===== src/grid_max_path_dp_assert.svh =====
// Assertion macros used by the grid path controller.
`ifndef GRID_MAX_PATH_DP_ASSERT_SVH
`define GRID_MAX_PATH_DP_ASSERT_SVH

// Same-cycle implication, checked out of reset.
`define GMP_ASSERT_IMP(lbl, ante, cons, msg) \
  lbl: assert property (@(posedge clk) disable iff (!rst_n) (ante) |-> (cons)) \
    else $error(msg);

// Next-cycle implication, checked out of reset.
`define GMP_ASSERT_NXT(lbl, ante, cons, msg) \
  lbl: assert property (@(posedge clk) disable iff (!rst_n) (ante) |=> (cons)) \
    else $error(msg);

`endif


===== src/gmp_pkg.sv =====
// Shared types and constants for the grid path block.
package gmp_pkg;

  localparam int DIM_W     = 6;
  localparam int IDX_W     = 10;
  localparam int WIN_W     = 16;
  localparam int TOTAL_W   = 32;
  localparam int AREA_W    = 2 * DIM_W;
  localparam int CFG_IDX_W = 1;
  localparam int STEP_W    = $clog2(DIM_W);

  typedef enum logic [1:0] {
    CMD_CLEAR   = 2'd0,
    CMD_LOAD    = 2'd1,
    CMD_COMPUTE = 2'd2
  } cmd_t;

  localparam logic [CFG_IDX_W-1:0] REG_ROWS = 1'd0;
  localparam logic [CFG_IDX_W-1:0] REG_COLS = 1'd1;

  typedef enum logic [2:0] {
    ST_IDLE,
    ST_CLEAR,
    ST_DIV,
    ST_READ,
    ST_WRITE,
    ST_SCAN,
    ST_DRAIN,
    ST_DELIVER
  } state_t;

  typedef struct packed {
    logic valid;
    logic has_right;
    logic has_down;
    logic fwd;
  } scan_stage_t;

endpackage


===== src/gmp_ctrl.sv =====
// Command sequencer: config, table clear sweep, edge load, reverse cell scan, result.
`include "grid_max_path_dp_assert.svh"

module gmp_ctrl #(
  parameter int MAX_ROWS = 32,
  parameter int MAX_COLS = 32,
  parameter int WB       = 16,
  parameter int CELLS    = 1024,
  parameter int CELL_W   = 10
) (
  input  logic                          clk,
  input  logic                          rst_n,
  input  logic                          cfg_valid,
  output logic                          cfg_ready,
  input  logic [gmp_pkg::CFG_IDX_W-1:0] cfg_index,
  input  logic [gmp_pkg::DIM_W-1:0]     cfg_wdata,
  input  logic                          in_valid,
  output logic                          in_stall,
  input  logic [1:0]                    in_command,
  input  logic [gmp_pkg::IDX_W-1:0]     in_edge_from,
  input  logic [gmp_pkg::IDX_W-1:0]     in_edge_to,
  input  logic [gmp_pkg::WIN_W-1:0]     in_edge_weight,
  output logic                          out_valid,
  input  logic                          out_stall,
  output logic [gmp_pkg::TOTAL_W-1:0]   out_best_total,
  output logic                          edge_we,
  output logic [CELL_W-1:0]             edge_waddr,
  output logic [2*WB+1:0]               edge_wdata,
  output logic [CELL_W-1:0]             edge_raddr,
  input  logic [2*WB+1:0]               edge_rdata,
  output logic                          best_we,
  output logic [CELL_W-1:0]             best_waddr,
  output logic [CELL_W-1:0]             best_raddr,
  output gmp_pkg::scan_stage_t          stg,
  input  logic [gmp_pkg::TOTAL_W-1:0]   alu_prev
);
  import gmp_pkg::*;

  localparam int EW = 2 * WB + 2;
  localparam logic [CELL_W-1:0] CLR_LAST = CELL_W'(CELLS - 1);

  state_t              state_r, state_nxt;
  logic [DIM_W-1:0]    rows_r, cols_r;
  logic [DIM_W-1:0]    rows_c, cols_c;
  logic [AREA_W-1:0]   area;
  logic [CELL_W-1:0]   clr_r;
  logic [IDX_W-1:0]    from_r, to_r;
  logic [WB-1:0]       w_r;
  logic [AREA_W-1:0]   rem_r;
  logic [STEP_W-1:0]   step_r;
  logic [AREA_W-1:0]   dsub;
  logic [AREA_W-1:0]   k_r;
  logic [DIM_W-1:0]    r_r, c_r;
  scan_stage_t         stg_r;
  logic [AREA_W-1:0]   stg_k_r;
  logic                out_valid_r;
  logic [TOTAL_W-1:0]  out_best_total_r;
  logic                in_acc;
  logic                out_load;
  logic [AREA_W-1:0]   from_ext, to_ext;
  logic                in_rng, is_down, is_right;
  logic                wr_hit;
  logic [EW-1:0]       merged;

  function automatic logic [DIM_W-1:0] clamp_dim(logic [DIM_W-1:0] v, int maxv);
    logic [DIM_W-1:0] res;
    res = v;
    if (v == '0) begin
      res = DIM_W'(1);
    end else if (int'(v) > maxv) begin
      res = DIM_W'(maxv);
    end
    return res;
  endfunction

  assign rows_c = clamp_dim(rows_r, MAX_ROWS);
  assign cols_c = clamp_dim(cols_r, MAX_COLS);
  assign area   = AREA_W'(rows_c) * AREA_W'(cols_c);

  assign cfg_ready = 1'b1;
  assign in_acc    = in_valid && !in_stall;

  // Edge classification, from registered operands and the division remainder.
  assign from_ext = AREA_W'(from_r);
  assign to_ext   = AREA_W'(to_r);
  assign in_rng   = (from_ext < area) && (to_ext < area);
  assign is_down  = (to_ext == from_ext + AREA_W'(cols_c));
  assign is_right = !is_down && (to_ext == from_ext + AREA_W'(1))
                    && (rem_r != AREA_W'(cols_c) - AREA_W'(1));
  assign dsub     = AREA_W'(cols_c) << step_r;

  always_comb begin
    merged = edge_rdata;
    wr_hit = 1'b0;
    if (in_rng && is_down && !edge_rdata[EW-1]) begin
      wr_hit               = 1'b1;
      merged[EW-1]         = 1'b1;
      merged[EW-2:WB+1]    = w_r;
    end else if (in_rng && is_right && !edge_rdata[WB]) begin
      wr_hit               = 1'b1;
      merged[WB]           = 1'b1;
      merged[WB-1:0]       = w_r;
    end
  end

  always_comb begin
    state_nxt = state_r;
    unique case (state_r)
      ST_IDLE: begin
        if (in_acc) begin
          unique case (in_command)
            CMD_CLEAR:   state_nxt = ST_CLEAR;
            CMD_LOAD:    state_nxt = ST_DIV;
            CMD_COMPUTE: state_nxt = ST_SCAN;
            default:     state_nxt = ST_IDLE;
          endcase
        end
      end
      ST_CLEAR: begin
        if (clr_r == CLR_LAST) state_nxt = ST_IDLE;
      end
      ST_DIV: begin
        if (step_r == '0) state_nxt = ST_READ;
      end
      ST_READ:  state_nxt = ST_WRITE;
      ST_WRITE: state_nxt = ST_IDLE;
      ST_SCAN: begin
        if (k_r == '0) state_nxt = ST_DRAIN;
      end
      ST_DRAIN: state_nxt = ST_DELIVER;
      ST_DELIVER: begin
        if (!out_valid_r || !out_stall) state_nxt = ST_IDLE;
      end
    endcase
  end

  always_comb begin
    in_stall   = (state_r != ST_IDLE);
    out_load   = (state_r == ST_DELIVER) && (!out_valid_r || !out_stall);
    edge_we    = 1'b0;
    edge_waddr = CELL_W'(from_r);
    edge_wdata = merged;
    edge_raddr = CELL_W'(from_r);
    best_raddr = CELL_W'(k_r + AREA_W'(cols_c));
    best_we    = stg_r.valid;
    best_waddr = CELL_W'(stg_k_r);
    unique case (state_r)
      ST_CLEAR: begin
        edge_we    = 1'b1;
        edge_waddr = clr_r;
        edge_wdata = '0;
      end
      ST_WRITE: edge_we = wr_hit;
      ST_SCAN:  edge_raddr = CELL_W'(k_r);
      ST_IDLE, ST_DIV, ST_READ, ST_DRAIN, ST_DELIVER: ;
    endcase
  end

  always_ff @(posedge clk) begin
    if (!rst_n) begin
      state_r     <= ST_CLEAR;
      rows_r      <= DIM_W'(1);
      cols_r      <= DIM_W'(1);
      clr_r       <= '0;
      stg_r       <= '0;
      out_valid_r <= 1'b0;
    end else begin
      state_r <= state_nxt;
      if (cfg_valid && cfg_ready) begin
        unique case (cfg_index)
          REG_ROWS: rows_r <= cfg_wdata;
          REG_COLS: cols_r <= cfg_wdata;
        endcase
      end
      if (state_r == ST_CLEAR) begin
        clr_r <= clr_r + CELL_W'(1);
      end else begin
        clr_r <= '0;
      end
      stg_r.valid     <= (state_r == ST_SCAN);
      stg_r.has_right <= (c_r != cols_c - DIM_W'(1));
      stg_r.has_down  <= (r_r != rows_c - DIM_W'(1));
      stg_r.fwd       <= (cols_c == DIM_W'(1));
      if (out_load) begin
        out_valid_r <= 1'b1;
      end else if (!out_stall) begin
        out_valid_r <= 1'b0;
      end
    end
  end

  // Payload and datapath registers
  always_ff @(posedge clk) begin
    stg_k_r <= k_r;
    if (out_load) begin
      out_best_total_r <= alu_prev;
    end
    if (in_acc) begin
      from_r <= in_edge_from;
      to_r   <= in_edge_to;
      w_r    <= WB'({{WB{1'b0}}, in_edge_weight});
      rem_r  <= AREA_W'(in_edge_from);
      step_r <= STEP_W'(DIM_W - 1);
      k_r    <= area - AREA_W'(1);
      r_r    <= rows_c - DIM_W'(1);
      c_r    <= cols_c - DIM_W'(1);
    end else if (state_r == ST_DIV) begin
      if (rem_r >= dsub) begin
        rem_r <= rem_r - dsub;
      end
      step_r <= step_r - STEP_W'(1);
    end else if (state_r == ST_SCAN) begin
      k_r <= k_r - AREA_W'(1);
      if (c_r == '0) begin
        c_r <= cols_c - DIM_W'(1);
        r_r <= r_r - DIM_W'(1);
      end else begin
        c_r <= c_r - DIM_W'(1);
      end
    end
  end

  assign stg            = stg_r;
  assign out_valid      = out_valid_r;
  assign out_best_total = out_best_total_r;

  `GMP_ASSERT_IMP(a_stage_in_scan, stg_r.valid,
    (state_r == ST_SCAN) || (state_r == ST_DRAIN), "scan stage live outside scan")
  `GMP_ASSERT_IMP(a_scan_in_grid, state_r == ST_SCAN,
    (r_r < rows_c) && (c_r < cols_c), "scan position left the grid")
  `GMP_ASSERT_IMP(a_best_wr_in_grid, best_we, stg_k_r < area,
    "best write beyond grid")
  `GMP_ASSERT_IMP(a_result_after_deliver, $rose(out_valid_r),
    $past(state_r) == ST_DELIVER, "result raised outside deliver")
  `GMP_ASSERT_NXT(a_clear_ends_idle, (state_r == ST_CLEAR) && (clr_r == CLR_LAST),
    state_r == ST_IDLE, "clear sweep did not end in idle")

endmodule


===== config.mk =====
export PLATFORM = sky130hd
export DESIGN_NAME = gmp_ctrl
export DESIGN_NICKNAME = d
export VERILOG_FILES = /design/src/gmp_pkg.sv /design/src/gmp_ctrl.sv
export VERILOG_INCLUDE_DIRS = /design/src /design/src/src
export SDC_FILE = /design/constraint.sdc
export NUM_CORES = 1
export LEC_CHECK = 0
export ABC_AREA = 1
export ABC_CLOCK_PERIOD_IN_PS = 12400
export BUFFER_PORTS_ARGS = -buffer_cell sky130_fd_sc_hd__buf_2
export CAP_MARGIN = 30
export CELL_PAD_IN_SITES_DETAIL_PLACEMENT = 0
export CELL_PAD_IN_SITES_GLOBAL_PLACEMENT = 1
export CORE_MARGIN = 5
export CORE_UTILIZATION = 45
export CTS_BUF_LIST = sky130_fd_sc_hd__clkbuf_8
export DETAILED_ROUTE_END_ITERATION = 7
export GPL_TIMING_DRIVEN = 0
export PLACE_DENSITY = 0.89
export SLEW_MARGIN = 20
export SYNTH_ARGS = -nofsm -noshare
export SYNTH_HDL_FRONTEND = slang
export SYNTH_SLANG_ARGS = --single-unit

===== constraint.sdc =====
create_clock -name clk -period 12.4 [get_ports clk]
set_input_delay 0 -clock clk [delete_from_list [all_inputs] [get_ports clk]]
set_output_delay 0 -clock clk [all_outputs]
set_load 0.02 [all_outputs]

Word level (Yosys, flattened, before mapping):

Cells that the tools add are included.

* $add $sub $neg: 13
* multipliers: 1
* div/mod/pow operators: 0
* magnitude comparators: 5
* equality and inequality tests: 23
* shift-type cells: 1
* mux-type cells: 36
* bitwise gates (word level): 1
* reductions and logical operators: 36

Operator list (count)
* 2-to-1 mux 6 bit: 12
* 2-to-1 mux 17 bit: 3
* 2-to-1 mux 10 bit: 5
* 2-to-1 mux 12 bit: 3
* 2-to-1 mux 34 bit: 1
* < comparator 10 x 12 -> 1 bit: 2
* one-hot mux 3 bit (8 select lines): 1
* subtractor 12 x 1 -> 12 bit (second input constant): 2
* subtractor 6 x 1 -> 6 bit (second input constant): 4
* == test 10 x 11 -> 1 bit: 2
* zero test 6 bit: 3
* 2-to-1 mux 3 bit: 5
* == test 3 bit (second input constant): 4
* >= comparator 12 bit: 1
* greater-than comparator 6 bit (second input constant): 2
* zero test 12 bit: 1
* multiplier 6 x 6 -> 12 bit: 1
* inequality test 12 bit: 1
* inequality test 2 bit (second input constant): 6
* inequality test 6 bit: 2
* AND reduction 2 bit: 6
* left shift 6 x 3 -> 12 bit: 1
* subtractor 12 bit: 1
* adder 10 x 1 -> 11 bit (second input constant): 1
* 25 further kinds: 46

* register bits: 147
* bits in latches: 0
* RAM bits: 0
* bits in read-only memories: 0
* input bits: 116
* output and inout bits: 115
* memories: 0

Logic depth before layout (Yosys ltp):

* depth in word-level cells: 13
* gate-level depth with buffers: 31

Least setup slack after synthesis:

OpenSTA, ideal clock, no wires.

* path type: register to output
* start: register cols_r[2]
* end: output edge_wdata[23]
* arrival time: 4949 ps
* required time: 12400 ps
* slack: 7451 ps
* cell stages (with the launch flop): 27
* buffers on the path: 1
* path through: dfxtp_1 > nor2_1 > nand3_1 > nand2_1 > nand2_1 > inv_1 > nand2_1 > fa_1 > fa_1 > fa_1 > inv_1 > ha_1 > nand2_1 > nand3_1 > xor2_1 > inv_1 > ha_1 > nand2_1 > o21ai_0 > nand3_1 > nand2_1 > nor2_2 > nand3_2 > nor2_4 > buf_6 > nor2_2 > nor2_1

* cells in the longest elaborated chain, start to end: 10
* elaborated cells on any way between the ends: 14
* classes of those cells: add/sub (1); mul (1); order compare (3); eq/ne (1); mux (4); reduce/logical (4)

Ends and longest elaborated chain
* from (decl): RTL line gmp_ctrl.sv:43 `logic [DIM_W-1:0] rows_r, cols_r;`
* from (signal assigned): RTL line gmp_ctrl.sv:172 `REG_COLS: cols_r <= cfg_wdata;`
* greater-than comparator 6 bit: RTL line gmp_ctrl.sv:70 `end else if (int'(v) > maxv) begin`
* 2-to-1 mux 6 bit: RTL line gmp_ctrl.sv:70
* 2-to-1 mux 6 bit (*): RTL line gmp_ctrl.sv:68 `if (v == '0) begin`
* multiplier 6 x 6 -> 12 bit: RTL line gmp_ctrl.sv:78 `assign area = AREA_W'(rows_c) * AREA_W'(cols_c);`
* < comparator 10 x 12 -> 1 bit: RTL line gmp_ctrl.sv:86 `assign in_rng = (from_ext < area) && (to_ext < area);`
* logical AND 1 bit: RTL line gmp_ctrl.sv:86
* logical AND 1 bit (*) (2 in series): RTL line gmp_ctrl.sv:95 `if (in_rng && is_down && !edge_rdata[EW-1]) begin`
* 2-to-1 mux 17 bit (*): RTL line gmp_ctrl.sv:95
* 2-to-1 mux 34 bit (*): RTL line gmp_ctrl.sv:147 `unique case (state_r)`
* to (decl): RTL line gmp_ctrl.sv:28 `output logic [2*WB+1:0] edge_wdata,`

Mark *: on every way between the ends. The rest lies on a longest branch, timed or not.

Worst setup path in the final report:

* start: register cols_r[5]
* end: output edge_wdata[17]

The elaborated chain is that of the path after synthesis.

==> results.toml <==
[timing]
tns_ps = 0
worst_pin_slew_ps = 839
finalHoldWorstSlack_ps = 192
rsz0062_at_grt = "no"
maxSlewHeadroom_pct = 43.9
hold_viol_final = 0
setup_viol = 0
clock_skew_ps = 16.1
period_needed_ps = 6560
finalMaxSlewViolations = 0
fmaxAchievable_ghz = 0.152
fin_crit_sh_pct = 52.9

[grt]
antenna_found_initial = 0
grt-ovfl-total = 0
grt_max_degree = 35
grt_pass1_wl_mm = 50.9
grt_pass1_vias = 9735
track_usage_pct = 24.2

[synth]
synth_xor_area_share_pct = 4.95
synth_nets = 1582
ys.flop_type = "edfxtp_1"
yosysWarnings = 0
synth_compound_area_share_pct = 8.63
synth_top_area_share_pct = 28.9
synth_fa_ha_area_share_pct = 11.9
ys_seq_elements = 147
yosysTopAreaCell = "edfxtp_1"
synth_area_leaders = "edfxtp_1 29%, nand2_1 12%, dfxtp_1 8.5%"
synth_area_um2 = 10600
synthMuxAreaShare_pct = 0.0945
synthSimpleGateAreaFrac_pct = 28.5
synth_edf_count = 102
synth_area_per_cell_um2 = 7.69
synth_top_family_by_area = "simple AND/OR/NAND/NOR gates"
synthArstFlopShare_pct = 0
seq_area_frac_synth_pct = 37.4
syn_inst = 1377
synthDistinctLibCells = 49

[worst_hold_path]
hold_path_class = "input pin to register"

[layout]
finalNonFillerCells = 2048
drive_above_1_share_pct = 19.7
final_nets = 1921
area_delta_synth_final_pct = 27.4
num_antenna_cells = 0
nFillCells = 2209

[worst_setup_path]
cp_common_cell = "nand2_1"
crit_path_end_kind = "output pin"
cp.arrival_ps = 6560
cp_slowest_cell = "fa_1"
required_ps = 12400
critical_path_class = "register to output pin"
cp-start-kind = "register"
path_max_fanout = 10
crit_path_max_incr_delay_ps = 550

[route]
vias = 10400
dr.pass1.iters = 6
ant_nets = 0
avgViaCountPerCell = 5.07
wirelength_mm = 33.1
drc_errors = 0
drt_iter0_drc = 855
wl_per_cell_um = 16.2

[die]
rows = 56
core_um2 = 23300
start_util_pct = 45.4
ios = 231
die_w_um = 163
die-area_um2 = 26700
die_y_um = 163

[clocking]
cts_buffers = 17
cts.sinks = 147
cts_setup_buffers = 0
holdBufCountCts = 87
clk_pin_slew_worst_paths_ps = 110
clock_path_buffers = 2
cts-resized-gates = 0
htree_levels = 4
worstSkewPairLatency_ps = 470
cts-root-buf = "clkbuf_8"
cts_tree = "built"

[flow_run]
drv_cap = 0

[power_and_ir_drop]
power.leakage_uw = 0.00637
p_total_uw = 2360
peakVddDrop_v = 0.0000821
power.density_nw_per_um2 = 175

[placement]
dp_hpwl_mm = 26.1
gp_congestion = 0.945
portBuffers = 229
placedCellCount = 1929

[run_status]
status = "complete, no violations"
## worst max-delay path: cells and delay by family (launching register included)
family                     cells  cell delay (ps)
DFF                            1              520
xor gates and xnor gates       1              400
buffers and inverters          5             1080
adders and majority gates      5             2170
and+or+nand+nor               13             1650
AOI/OAI and AO/OA              2              250
## area by class of cell
class	instances	area [um2]	area share, %
tap	319	399	2.96
clock inverter	15	174	1.29
sequential	147	3960	29.4
buffer	29	153	1.13
inverter	197	742	5.50
timing repair buffer	320	2080	15.4
multi-input combinational	1004	5760	42.6
clock buffer	17	234	1.73
## power by group
part,leakage (uW),switching [uW],internal (uW)
logic,0.00486,824,433
clock network,0.000207,233,155
registers,0.00130,69.0,648
## per-layer routing
layer	GRT usage (%)	vias up	part of all wire [%]
li1	-	5199	-
met1	31.1	4731	42
met2	40.9	393	47
met3	5.45	51	8.5
met4	7.17	0	2.4
met5	0	-	0
## per-stage QoR
step                      setup WS, ps  instance area (um2)  util [%]
final                             5840                13500      57.9
after global routing              5480                13500      57.9
after CTS                         5770                13500      57.9
after detailed placement          6310                12200      52.4
after global placement            6410                12100      52.0
after floorplan                   7450                10600         -
## cells in the mapped netlist, drive strengths merged, types with 3 or more instances
cell    number
nand4       50
o21ai       99
ha          69
edfxtp     102
nor2       187
nand3b       6
a21oi       50
nor4         5
nand3       81
a31oi        5
a21boi       3
clkinv       4
xnor2       20
nor3        13
xor2        39
inv        193
dfxtp       45
clkbuf      17
o31ai        3
o211ai       3
nand2      336
fa          20
or2          4
buf         12
## final timing paths
| path | startpoint | end | slack (ps) | cells after the start |
|---|---|---|---|---|
| max | cols_r[5] | edge_wdata[17] | 5840 | 26 |
| min | in_valid | state_r[1] | 190 | 6 |
| max reg2reg | cols_r[5] | k_r[10] | 7020 | 17 |
| min reg2reg | clr_r[0] | clr_r[0] | 480 | 1 |
## state kept, by name, indices dropped and copies added, names as in the netlist, 6 cells and up
name,count
out_best_total,32
w_r,16
k_r,12
rem_r,12
clr_r,10
from_r,10
stg_k_r,10
to_r,10
c_r,6
cols_r,6
r_r,6
rows_r,6
## layout by cell type (no fill, tap or decap), types with 16 or more instances in the layout
| cell type | count |
|---|---|
| nor2_2 | 38 |
| inv_1 | 186 |
| nand2_1 | 332 |
| nand3_1 | 78 |
| fa_1 | 20 |
| xnor2_1 | 20 |
| ha_1 | 69 |
| edfxtp_1 | 102 |
| dlygate4sd3_1 | 87 |
| clkbuf_8 | 17 |
| o21ai_0 | 95 |
| nor2_1 | 144 |
| buf_2 | 236 |
| dfxtp_1 | 45 |
| clkbuf_1 | 16 |
| nand4_1 | 50 |
| a21oi_1 | 50 |
| xor2_1 | 38 |
## logic make-up after synthesis
kind of cell	after synthesis
and+or+nand+nor	683
buffers and inverters	226
AOI/OAI and AO/OA	171
xor gates and xnor gates	59
adders and majority gates	89
muxes	1
DFF	147
other	1
No activity file was read; power rests on OpenSTA's default activity.
