### src/grid_max_path_dp_assert.svh
// Assertion macros used by the grid path controller.
`ifndef GRID_MAX_PATH_DP_ASSERT_SVH
`define GRID_MAX_PATH_DP_ASSERT_SVH

// Same-cycle implication, checked out of reset.
`define GMP_ASSERT_IMP(lbl, ante, cons, msg) \
  lbl: assert property (@(posedge clk) disable iff (!rst_n) (ante) |-> (cons)) \
    else $error(msg);

// Next-cycle implication, checked out of reset.
`define GMP_ASSERT_NXT(lbl, ante, cons, msg) \
  lbl: assert property (@(posedge clk) disable iff (!rst_n) (ante) |=> (cons)) \
    else $error(msg);

`endif

### src/gmp_pkg.sv
// Shared types and constants for the grid path block.
package gmp_pkg;

  localparam int DIM_W     = 6;
  localparam int IDX_W     = 10;
  localparam int WIN_W     = 16;
  localparam int TOTAL_W   = 32;
  localparam int AREA_W    = 2 * DIM_W;
  localparam int CFG_IDX_W = 1;
  localparam int STEP_W    = $clog2(DIM_W);

  typedef enum logic [1:0] {
    CMD_CLEAR   = 2'd0,
    CMD_LOAD    = 2'd1,
    CMD_COMPUTE = 2'd2
  } cmd_t;

  localparam logic [CFG_IDX_W-1:0] REG_ROWS = 1'd0;
  localparam logic [CFG_IDX_W-1:0] REG_COLS = 1'd1;

  typedef enum logic [2:0] {
    ST_IDLE,
    ST_CLEAR,
    ST_DIV,
    ST_READ,
    ST_WRITE,
    ST_SCAN,
    ST_DRAIN,
    ST_DELIVER
  } state_t;

  typedef struct packed {
    logic valid;
    logic has_right;
    logic has_down;
    logic fwd;
  } scan_stage_t;

endpackage

### src/gmp_scan_alu.sv
// Per-cell best-path update: saturating sums of both moves and their maximum.
module gmp_scan_alu #(
  parameter int WB = 16
) (
  input  logic                        clk,
  input  gmp_pkg::scan_stage_t        stg,
  input  logic [2*WB+1:0]             edge_rdata,
  input  logic [gmp_pkg::TOTAL_W-1:0] best_rdata,
  output logic [gmp_pkg::TOTAL_W-1:0] best_val,
  output logic [gmp_pkg::TOTAL_W-1:0] prev
);
  import gmp_pkg::*;

  logic [TOTAL_W-1:0] prev_r;
  logic [TOTAL_W-1:0] right_w;
  logic [TOTAL_W-1:0] down_w;
  logic [TOTAL_W-1:0] down_src;
  logic [TOTAL_W-1:0] right_sum;
  logic [TOTAL_W-1:0] down_sum;

  function automatic logic [TOTAL_W-1:0] sat_add(logic [TOTAL_W-1:0] a,
                                                 logic [TOTAL_W-1:0] b);
    logic [TOTAL_W:0] s;
    s = {1'b0, a} + {1'b0, b};
    return s[TOTAL_W] ? {TOTAL_W{1'b1}} : s[TOTAL_W-1:0];
  endfunction

  always_comb begin
    right_w   = edge_rdata[WB] ? TOTAL_W'(edge_rdata[WB-1:0]) : '0;
    down_w    = edge_rdata[2*WB+1] ? TOTAL_W'(edge_rdata[2*WB:WB+1]) : '0;
    down_src  = stg.fwd ? prev_r : best_rdata;
    right_sum = sat_add(prev_r, right_w);
    down_sum  = sat_add(down_src, down_w);
    best_val  = '0;
    if (stg.has_right) begin
      best_val = right_sum;
    end
    if (stg.has_down && (down_sum > best_val)) begin
      best_val = down_sum;
    end
  end

  always_ff @(posedge clk) begin
    if (stg.valid) begin
      prev_r <= best_val;
    end
  end

  assign prev = prev_r;

endmodule

### config.mk
export PLATFORM = sky130hd
export DESIGN_NAME = gmp_scan_alu
export DESIGN_NICKNAME = d
export VERILOG_FILES = /design/src/grid_max_path_dp_assert.svh /design/src/gmp_pkg.sv /design/src/gmp_scan_alu.sv
export SDC_FILE = /design/constraint.sdc
export NUM_CORES = 1
export LEC_CHECK = 0
export ABC_AREA = 1
export BUFFER_PORTS_ARGS = -buffer_cell sky130_fd_sc_hd__buf_2
export CORE_MARGIN = 5
export CORE_UTILIZATION = 46
export DETAILED_ROUTE_END_ITERATION = 16
export GPL_TIMING_DRIVEN = 0
export HOLD_SLACK_MARGIN = 0.08
export PLACE_DENSITY = 0.7
export SLEW_MARGIN = 20
export SYNTH_ARGS = -nofsm -noshare
export SYNTH_HDL_FRONTEND = slang
export SYNTH_SLANG_ARGS = --single-unit
### constraint.sdc
create_clock -name clk -period 6.1 [get_ports clk]
set_input_delay 0.61 -clock clk [delete_from_list [all_inputs] [get_ports clk]]
set_output_delay 0.61 -clock clk [all_outputs]
set_load 0.03 [all_outputs]
Word level (Yosys, flattened, before mapping)
Cells that the tools add are included.
- input port bits: 71
- memories: 0
- word-level logic and storage cells: 12
- bits in latches: 0
- bits in writable memories: 0
- register bits after elaboration: 32
- ROM bits: 0
- output and inout port bits: 64
- multipliers: 0
- divide/modulo/power cells: 0
- equality and inequality tests: 0
- muxes and demuxes: 7
- order comparisons: 1
- add/sub/neg operators: 2
- bitwise gates (word level): 0
- shift operators: 0
- reduce and logical (&&, ||, !) cells: 1
- operator list (operator ; number):
    $mux 32 ; 5
    $add 32x16->33 ; 2
    $gt 32x32->1 ; 1
    $mux 16 ; 2
    $logic_and 1x1->1 ; 1

Depth between registers and ports, before layout
Gate-level depths: netlist (run 1).
- depth after elaboration: 7
- depth in mapped cells: 33
- mapped depth without buffers: 29

Worst setup path after synthesis (run 1)
Ideal clock, no wire load.
- path kind: in2out
- start point: input port stg[0] (netlist bit)
- end point: output port best_val[20] (netlist bit)
- path buffers: 5
- data arrival time: 4.799 ns
- required time: 5.490 ns
- stages: 28
- path slack: 0.691 ns
- cell sequence: buf_6 > buf_8 > clkbuf_1 > buf_2 > mux2_2 > ha_1 > fa_1 > nand2_1 > nand2_1 > and2_1 > nand2_1 > nand2_1 > nand3_1 > nand2_1 > nand3_1 > nand3_1 > ha_1 > nand2_1 > nor2_1 > nand4_1 > nor3_1 > nand2_1 > nand2_1 > inv_1 > nand2_1 > clkbuf_1 > nand3_1 > nand2_1
- cells in the longest elaborated chain, start to end: 6
- RTL lines (element ; RTL line ; text):
    start: declaration ; gmp_scan_alu.sv:6 ; input gmp_pkg::scan_stage_t stg,
    $mux 32 * ; gmp_scan_alu.sv:31 ; down_src = stg.fwd ? prev_r : best_rdata;
    $add 32x16->33 * ; gmp_scan_alu.sv:24 ; s = {1'b0, a} + {1'b0, b};
    $mux 32 * ; gmp_scan_alu.sv:25 ; return s[TOTAL_W] ? {TOTAL_W{1'b1}} : s[TOTAL_W-1:0];
    $gt 32x32->1 ; gmp_scan_alu.sv:38 ; if (stg.has_down && (down_sum > best_val)) begin
    $logic_and 1x1->1 ; gmp_scan_alu.sv:38 ;
    $mux 32 * ; gmp_scan_alu.sv:38 ;
    end: declaration ; gmp_scan_alu.sv:9 ; output logic [gmp_pkg::TOTAL_W-1:0] best_val,
Every way passes the cells marked *; elsewhere a longest branch is shown, timed or not.

Final worst setup path (run 1)
- start point: input port stg[0] (netlist bit)
- end point: output port best_val[14] (netlist bit)
The elaborated chain is that of the path after synthesis.

==> impl_metrics.csv, run 1 <==
group,metric,value,unit
logic_synthesis,synth-adder-area-share,0.121,
min_path,hold_class,"primary input to flip-flop",
final_layout,multi_input_area,5030,um^2
grt,grt_pass1_wl,37000,um
pwr,power.combinational.fraction,0.638,
logic_synthesis,syn_nets,1349,
min_path,hold_path_startpoint,"stg[2]",
route,routed_wl,23300,um
clock_network,clock_insertion_delay_worst_skew,280,ps
logic_synthesis,synth_top_family_by_area,"simple AND/OR/NAND/NOR gates",
worst_setup_path,regToRegSetupSlack,1590,ps
die,die_area,17600,um^2
die,die-height,133,um
logic_synthesis,ys.warnings.count,0,
pwr,vdd_ir_drop_max,0.114,mV
final_layout,fraction_of_the_core_area_covered_by_cells_at_the_end_of_the_flow,0.552,
placement,io_buffers,132,
worst_setup_path,r2r.worst_path.cells,25,
run_status,status,"finished, final reports clean",
route,routedWlPerCell,15.1,um
sta,totalNegativeSetupSlack,0,ps
logic_synthesis,yosysTopAreaCellShare,0.261,
route,drt-pass1-iter-count,6,
run,max_cap_viol_count,0,
logic_synthesis,seq_cells_post_synth,32,
route,antenna_violating_nets_left,0,
final_layout,area_delta_synth_final,16.6,%
logic_synthesis,synth_simple_gate_area_frac,0.484,
clock_network,clkSlewWorstSetupHoldPaths,50,ps
clock_network,cts_tree,"done",
clock_network,cts-buffers-inserted,5,
logic_synthesis,number_of_synthesized_flops_with_an_enable_pin,32,
sta,timing.slew.headroom,0.492,
clock_network,cts_root_buffer,"clkbuf_16",
clock_network,h-tree-depth,2,
worst_setup_path,cp_common_cell,"nand2_1",
sta,max_slew.worst_pin.slew,762,ps
placement,dpl_cell_area,7830,um^2
logic_synthesis,netlist_instances,1212,
grt,grt_pass1_vias,7338,
worst_setup_path,cp-start-kind,"primary input",
worst_setup_path,worst_r2r_endpoint,"prev[14]",
route,drt_drc_violations_left,0,
die,fp.dieW,133,um
logic_synthesis,yosysTopAreaCell,"nand2_1",
final_layout,fillers,1533,
placement,gp_congestion,1.00,
worst_setup_path,worst-path-buf-inv,8,
worst_setup_path,end_kind,"output port",
final_layout,final_cell_area,8090,um^2
final_layout,num_antenna_cells,0,
logic_synthesis,synth.avg_cell_area,5.72,um^2
grt,total_global_routing_overflow,0,
logic_synthesis,synthMuxAreaShare,0.0260,
final_layout,post_route_cells_drive_above_1_share,0.161,
pwr,internal-power,848,uW
final_layout,seqCellArea,961,um^2
worst_setup_path,path_class,"primary input to output port",
worst_setup_path,reg2reg_from,"prev[0]",
sta,number_of_setup_violations_in_the_final_report,0,
sta,final.setup_skew,4.40,ps
logic_synthesis,netlist_top_cells_count,"482 x nand2_1, 215 x inv_1, 119 x nand3_1",
final_layout,largest_register_ff_count,32,
logic_synthesis,share_of_the_synthesized_area_in_compound_gates_ao_oa_aoi_oai,0.0677,
grt,grt_usage,0.260,
worst_setup_path,timing.critical_path.depth,30,
logic_synthesis,synth_area_leaders,"nand2_1 26%, edfxtp_1 14%, inv_1 12%",
worst_setup_path,timing.critical_path.slowest_stage_cell,"fa_1",
pwr,cellPowerDensity,216,nW/um^2
min_path,hold_end,"prev[2]",
pwr,p_seq_frac,0.201,
logic_synthesis,postSynth.asyncResetShare,0,
die,area_of_the_core,14600,um^2
worst_setup_path,worst-endpoint-required,5490,ps
route,total_number_of_vias,7937,
pwr,p_sw_frac,0.514,
final_layout,final_net_count,1494,
route,vias_per_cell,5.15,
grt,grt_antenna_before_repair,0,
sta,final_min_period_over_clock_period,0.965,
die,placementRows,44,
clock_network,cts_hold_repair.buffers,0,
clock_network,cts.sink_count,32,
sta,number_of_pins_with_negative_max_slew_slack_in_the_final_report,0,
pwr,power_switching,896,uW
logic_synthesis,synth.distinct_cells,39,
sta,hold_viol,0,
pwr,share_clk_of_total_power,0.161,
final_layout,layout.cells.non_filler,1542,
logic_synthesis,yosys_most_used_dff,"edfxtp_1",
logic_synthesis,post-synth-top-count-cell,"nand2_1",
sta,finalWorstPathRequiredPeriod,5890,ps
logic_synthesis,syn-cell-area,6930,um^2
clock_network,clock_path_buffers,2,
worst_setup_path,cp_top_family,"simple AND/OR/NAND/NOR gates",
logic_synthesis,post_synth_xor_area_fraction,0.0215,
sta,fmax,170,MHz
worst_setup_path,critical_path.max_stage_delay,390,ps
die,start_util,0.474,
worst_setup_path,critical_path.max_fanout,19,
worst_setup_path,cp.arrival,5280,ps
grt,pin_count_of_the_biggest_net_entering_global_routing,33,
placement,dp_hpwl,20100,um
pwr,static-leakage-power,4.85,nW
placement,place.detailed.instances,1528,
min_path,timing.hold.worst_path_depth,5,
route,detail_route.iter0.violations,648,
logic_synthesis,ys_seq_area_frac,0.139,
die,floorplan.io_pins,135,
## worst reg2reg max path: cells and delay by family, from the launching register on
family	cells	cell delay [ps]
AOI/OAI and AO/OA	1	200
buffers and inverters	5	850
adders and majority gates	3	810
DFF	1	440
and+or+nand+nor	16	1920
## power groups by stage
| stage | registers [mW] | clock network (mW) | logic (mW) |
|---|---|---|---|
| after global placement | 0.350 | 0 | 1.07 |
| after detailed placement | 0.350 | 0 | 1.08 |
| final | 0.350 | 0.281 | 1.11 |
| after floorplan | 0.380 | 0 | 0.739 |
| after global routing | 0.351 | 0.293 | 1.24 |
| after CTS | 0.346 | 0.283 | 1.09 |
## through the flow
stage | power [mW] | hold WS, ps | setup slack [ps]
floorplan | 1.12 | 722 | 691
global placement | 1.42 | 885 | -703
detailed placement | 1.43 | 899 | -718
CTS | 1.72 | 915 | 6.48
global route | 1.88 | 957 | -22.3
finish | 1.74 | 918 | 211
## layer usage
| layer | routed length (um) | up-vias | track usage | share of wire |
|---|---|---|---|---|
| met1 | 10300 | 3482 | 0.355 | 0.44 |
| li1 | - | 4109 | - | - |
| met5 | 0 | - | 0 | 0 |
| met3 | 1650 | 39 | 0.0175 | 0.071 |
| met4 | 568 | 0 | 0.0762 | 0.024 |
| met2 | 10800 | 307 | 0.440 | 0.46 |
## kinds of logic (layout without fill, tap and decap cells)
family          Yosys count  after routing
mux                      16             16
buf+inv                 242            388
xor+xnor                 17             17
simple gates            750            750
compound gates           89             89
flops                    32             32
fa+ha+maj                66             66
## how the worst max path moves through the flow
| stage | startpoint | to | slack, ps |
|---|---|---|---|
| 6_report | stg[0] | best_val[14] | 210 |
| 3_3_place_gp | stg[0] | best_val[13] | -700 |
| 4_1_cts | stg[0] | best_val[14] | 6 |
| 2_1_floorplan | stg[0] | best_val[20] | 690 |
| 3_5_place_dp | stg[0] | best_val[14] | -720 |
| 5_1_grt | stg[0] | best_val[26] | -20 |
## cells in the final DEF (no fill, tap or decap), drive strengths merged, types with 18 or more instances in the layout
master  synthesis  final
nand2         493    493
inv           216    216
buf             9    150
nand3         133    133
nor2           77     77
ha             64     64
a21oi          49     49
edfxtp         32     32
o21ai          32     32
clkbuf         17     19
nand4          18     18
## what timing repair did
| item | CTS | global route |
|---|---|---|
| pin swaps | 0 | 3 |
| endpoints found under the setup margin | 32 | 32 |
| setup buffers | 0 | 7 |
| gates resized for setup | 7 | 19 |
## layout make-up
| class | instances | share of cell area |
|---|---|---|
| Clock inverter | 3 | 0.00464 |
| Tap cell | 184 | 0.0285 |
| Multi-Input combinational cell | 938 | 0.621 |
| Timing Repair Buffer | 139 | 0.0885 |
| Inverter | 216 | 0.100 |
| Sequential cell | 32 | 0.119 |
| Clock buffer | 5 | 0.0155 |
| Buffer | 25 | 0.0224 |
No activity file was read; power rests on OpenSTA's default activity.
==> inputs of run 2 (changes only) <==
--- a/config.mk
+++ b/config.mk
@@ -8,11 +8,11 @@
 export ABC_AREA = 1
 export BUFFER_PORTS_ARGS = -buffer_cell sky130_fd_sc_hd__buf_2
 export CORE_MARGIN = 5
-export CORE_UTILIZATION = 46
+export CORE_UTILIZATION = 28
 export DETAILED_ROUTE_END_ITERATION = 16
 export GPL_TIMING_DRIVEN = 0
 export HOLD_SLACK_MARGIN = 0.08
-export PLACE_DENSITY = 0.7
+export PLACE_DENSITY = 0.48
 export SLEW_MARGIN = 20
 export SYNTH_ARGS = -nofsm -noshare
 export SYNTH_HDL_FRONTEND = slang
==> impl_metrics.csv, run 2 (same netlist as run 1, synthesis figures left out) <==
group,metric,value,unit
route,vias_per_cell,4.52,
route,detail_route.iter0.violations,443,
worst_setup_path,path_class,"primary input to output port",
grt,grt_antenna_before_repair,0,
final_layout,largest_register_ff_count,32,
final_layout,post_route_cells_drive_above_1_share,0.167,
grt,grt_pass1_vias,7300,
route,routedWlPerCell,15.8,um
clock_network,clock_path_buffers,2,
worst_setup_path,critical_path.max_stage_delay,390,ps
final_layout,area_delta_synth_final,19.8,%
clock_network,cts_hold_repair.buffers,0,
sta,timing.slew.headroom,0.476,
die,die_area,28000,um^2
die,start_util,0.285,
clock_network,h-tree-depth,2,
sta,final_min_period_over_clock_period,0.941,
sta,totalNegativeSetupSlack,0,ps
route,antenna_violating_nets_left,0,
route,drt_drc_violations_left,0,
worst_setup_path,cp.arrival,5130,ps
clock_network,clkSlewWorstSetupHoldPaths,60,ps
sta,finalWorstPathRequiredPeriod,5740,ps
sta,max_slew.worst_pin.slew,786,ps
sta,number_of_setup_violations_in_the_final_report,0,
grt,pin_count_of_the_biggest_net_entering_global_routing,33,
min_path,hold_class,"primary input to flip-flop",
placement,gp_congestion,0.903,
sta,final.setup_skew,4.49,ps
route,routed_wl,26500,um
sta,hold_viol,0,
route,total_number_of_vias,7598,
pwr,static-leakage-power,4.85,nW
final_layout,final_net_count,1492,
clock_network,cts_tree,"done",
route,drt-pass1-iter-count,5,
pwr,cellPowerDensity,210,nW/um^2
sta,fmax,174,MHz
clock_network,clock_insertion_delay_worst_skew,290,ps
run_status,status,"finished, final reports clean",
die,die-height,167,um
placement,dp_hpwl,23300,um
worst_setup_path,cp_top_family,"simple AND/OR/NAND/NOR gates",
grt,grt_pass1_wl,40100,um
worst_setup_path,end_kind,"output port",
sta,setup_repair_after_global_routing_missed_its_margin,"yes",
worst_setup_path,critical_path.max_fanout,19,
worst_setup_path,worst-endpoint-required,5490,ps
final_layout,most-common-layout-cells,"476 x nand2_1, 214 x inv_1, 121 x buf_2",
placement,io_buffers,132,
clock_network,cts_root_buffer,"clkbuf_16",
run,max_cap_viol_count,0,
worst_setup_path,cp-start-kind,"primary input",
clock_network,cts.sink_count,32,
grt,grt_usage,0.182,
worst_setup_path,worst-path-buf-inv,8,
die,fp.dieW,167,um
min_path,hold_path_startpoint,"stg[2]",
final_layout,fillers,2800,
final_layout,final_cell_area,8310,um^2
final_layout,num_antenna_cells,0,
grt,total_global_routing_overflow,0,
sta,number_of_pins_with_negative_max_slew_slack_in_the_final_report,0,
die,area_of_the_core,24300,um^2
die,placementRows,57,
worst_setup_path,worst_setup_path_startpoint,"stg[0]",
worst_setup_path,cp_common_cell,"nand2_1",
sta,hold-worst-slack,909,ps
clock_network,cts-buffers-inserted,5,
placement,dpl_cell_area,8000,um^2
worst_setup_path,reg2reg_from,"prev[0]",
worst_setup_path,timing.critical_path.slowest_stage_cell,"fa_1",
worst_setup_path,regToRegSetupSlack,1540,ps
die,floorplan.io_pins,135,
pwr,vdd_ir_drop_max,0.0999,mV
final_layout,layout.cells.most_common,"nand2_1",
==> run 2: cell count changes in the layout (fill, tap and decap cells not counted), sizes merged <==
cell | previous run | this run
buf | 150 | 141
clkinv | 2 | 3
bufinv | 1 | 0
clkbuf | 19 | 26
==> run 2: worst paths after layout <==
check,end,depth (start not counted)
max,best_val[18],30
max reg2reg,prev[12],23
min reg2reg,prev[31],4
min,prev[2],5
==> run 2: worst register-to-register path, stage by stage, from the launching register on <==
cell and delay (ps):
edfxtp_1 440, ha_1 260, fa_1 420, nand3_1 110, nand3_1 170, nand2_1 110, nand3_1 140, nand3_1 110
nand2_1 110, nand2_1 200, clkbuf_1 480, nand3_1 260, nand2_1 130, ha_1 260, a21oi_1 150, o21a_1 130
a21oi_1 60, nor2_1 80, nand2_1 70, nand2_2 130, inv_2 100, buf_4 190, nand2_1 70, nand2_1 110
==> run 2: power breakdown <==
part           switching (mW)  internal [mW]
logic                   0.759          0.382
clock network           0.102          0.148
registers              0.0660          0.289
==> run 2: what timing repair did <==
item                                    CTS  global route
resized for setup                        12            39
endpoints found under the setup margin   32            32
pin swaps                                 1             1
buffers inserted                          3             2
==> run 2: area by class of cell <==
class | count | area (um^2) | share of cell area
Multi-Input combinational cell | 938 | 5060 | 0.610
Sequential cell | 32 | 961 | 0.116
Inverter | 216 | 811 | 0.0976
Timing Repair Buffer | 137 | 738 | 0.0889
Tap cell | 324 | 405 | 0.0488
Buffer | 25 | 189 | 0.0227
Clock buffer | 5 | 125 | 0.0151
Clock inverter | 3 | 13.8 | 0.00166
==> run 2: stage by stage <==
stage | utilization | cells | power, mW | setup WS [ps]
2_1_floorplan | - | 1212 | 1.12 | 691
3_3_place_gp | 0.329 | 1668 | 1.47 | -924
3_5_place_dp | 0.329 | 1668 | 1.47 | -865
4_1_cts | 0.337 | 1678 | 1.73 | 16.4
5_1_grt | 0.342 | 1680 | 1.89 | -3.76
6_report | 0.342 | 1680 | 1.75 | 359
==> run 2: metal layers <==
metal / wire [um] / part of all wire / vias to the layer above / track usage
met5: 0 / 0 / - / 0
met4: 281 / 0.011 / 0 / 0.0406
met3: 783 / 0.030 / 17 / 0.00802
met2: 13200 / 0.50 / 140 / 0.332
met1: 12200 / 0.46 / 3338 / 0.239
li1: - / - / 4103 / -
==> inputs of run 3 (changes only) <==
--- a/config.mk
+++ b/config.mk
@@ -12,7 +12,7 @@
 export DETAILED_ROUTE_END_ITERATION = 16
 export GPL_TIMING_DRIVEN = 0
 export HOLD_SLACK_MARGIN = 0.08
-export PLACE_DENSITY = 0.48
+export PLACE_DENSITY_LB_ADDON = 0.2
 export SLEW_MARGIN = 20
 export SYNTH_ARGS = -nofsm -noshare
 export SYNTH_HDL_FRONTEND = slang
==> impl_metrics.csv, run 3 (same netlist as run 1, synthesis figures left out) <==
group,metric,value,unit
worst_setup_path,timing.critical_path.slowest_stage_cell,"fa_1",
grt,grt_usage,0.181,
sta,max_slew.worst_pin.slew,795,ps
route,routedWlPerCell,15.7,um
clock_network,clock_path_buffers,2,
placement,gp_congestion,0.888,
die,die_area,28000,um^2
die,start_util,0.285,
grt,total_global_routing_overflow,0,
worst_setup_path,critical_path.max_fanout,19,
run,max_cap_viol_count,0,
route,drt_drc_violations_left,0,
placement,place_worst_setup_slack,-843,ps
sta,final_min_period_over_clock_period,0.945,
clock_network,cts_tree,"done",
final_layout,fillers,2741,
pwr,fin_total_pwr,1.74,mW
pwr,static-leakage-power,4.85,nW
pwr,cellPowerDensity,209,nW/um^2
sta,final_critical_path_setup_slack,336,ps
worst_setup_path,path_class,"primary input to output port",
worst_setup_path,worst-endpoint-required,5490,ps
die,area_of_the_core,24300,um^2
placement,dp_hpwl,23100,um
die,fp.dieW,167,um
worst_setup_path,cp-start-kind,"primary input",
clock_network,cts_hold_repair.buffers,0,
route,drt-pass1-iter-count,5,
route,total_number_of_vias,7693,
die,die-height,167,um
worst_setup_path,worst_setup_path_startpoint,"stg[0]",
worst_setup_path,cp_common_cell,"nand2_1",
route,routed_wl,26400,um
clock_network,cts_root_buffer,"clkbuf_16",
clock_network,clock_insertion_delay_worst_skew,280,ps
pwr,vdd_ir_drop_max,0.103,mV
final_layout,fraction_of_the_core_area_covered_by_cells_at_the_end_of_the_flow,0.341,
min_path,hold_class,"primary input to flip-flop",
final_layout,layout.cells.non_filler,1679,
run_status,status,"finished, final reports clean",
final_layout,most-common-layout-cells,"477 x nand2_1, 214 x inv_1, 124 x buf_2",
sta,fmax,174,MHz
sta,final.setup_skew,5.94,ps
clock_network,clkSlewWorstSetupHoldPaths,60,ps
route,antenna_violating_nets_left,0,
worst_setup_path,cp.arrival,5150,ps
min_path,hold_path_startpoint,"stg[2]",
clock_network,cts.sink_count,32,
sta,finalWorstPathRequiredPeriod,5760,ps
sta,number_of_pins_with_negative_max_slew_slack_in_the_final_report,0,
worst_setup_path,critical_path.max_stage_delay,380,ps
sta,number_of_setup_violations_in_the_final_report,0,
grt,grt_pass1_vias,7348,
placement,io_buffers,132,
die,placementRows,57,
clock_network,cts-buffers-inserted,5,
route,detail_route.iter0.violations,495,
route,vias_per_cell,4.58,
final_layout,post_route_cells_drive_above_1_share,0.163,
final_layout,final_net_count,1491,
die,floorplan.io_pins,135,
final_layout,multi_input_area,5060,um^2
worst_setup_path,reg2reg_from,"prev[0]",
placement,place.detailed.instances,1668,
final_layout,largest_register_ff_count,32,
grt,grt_pass1_wl,40100,um
grt,pin_count_of_the_biggest_net_entering_global_routing,33,
sta,timing.slew.headroom,0.470,
clock_network,h-tree-depth,2,
final_layout,area_delta_synth_final,19.7,%
final_layout,layout.cells.most_common,"nand2_1",
final_layout,seqCellArea,961,um^2
grt,grt_antenna_before_repair,0,
final_layout,num_antenna_cells,0,
sta,hold_viol,0,
worst_setup_path,end_kind,"output port",
run 3: cell count changes in the layout (fill, tap and decap cells not counted), moves of 2 or more:
cell      change
clkinv_2      -2
buf_6         +4
buf_2         +3
clkbuf_1      +2
buf_4         -7
nand2_2       -2
run 3: worst paths after layout:
kind	slack, ps	end	cells past startpoint
hold / removal	910	prev[0]	5
setup / recovery	340	best_val[18]	31
setup reg to reg	1510	prev[19]	25
hold reg to reg	940	prev[31]	4
run 3: where the power goes:
group	switching, mW	leakage, nW	internal (mW)
Clock	0.0977	0.0655	0.150
Sequential	0.0628	0.325	0.289
Combinational	0.757	4.46	0.381
run 3: what timing repair did:
action	in CTS	in global routing
gates resized for setup	13	37
setup buffers	2	2
pin swaps	1	2
endpoints found under the setup margin	32	32
gates cloned	0	0
run 3: per-layer routing:
metal	wire, um	GRT usage
met1	12000	0.236
met2	13100	0.334
met3	892	0.00613
met4	354	0.0367
met5	0	0
run 3: critical path: cells and delay by family:
| kind | cells | cell delay [ps] |
|---|---|---|
| AO/OA/AOI/OAI | 2 | 330 |
| adder cells (fa/ha/maj) | 3 | 890 |
| buffers and inverters | 8 | 1310 |
| multiplexers | 1 | 340 |
| AND/OR/NAND/NOR | 17 | 1640 |
run 3: through the flow:
stage	hold WS (ps)	setup TNS (ps)	area [um^2]
finish	915	0	8300
global route	956	-2.62	8300
CTS	923	0	8190
detailed placement	923	-27110	8000
global placement	930	-28280	8000
floorplan	722	0	6930
run 3: area by class of cell:
type                       instances  share of cell area
tap                              324              0.0488
sequential                        32               0.116
buffer                            25              0.0246
multi-input combinational        938               0.609
inverter                         216              0.0980
clock inverter                     1            0.000452
clock buffer                       7              0.0160
timing repair buffer             136              0.0871
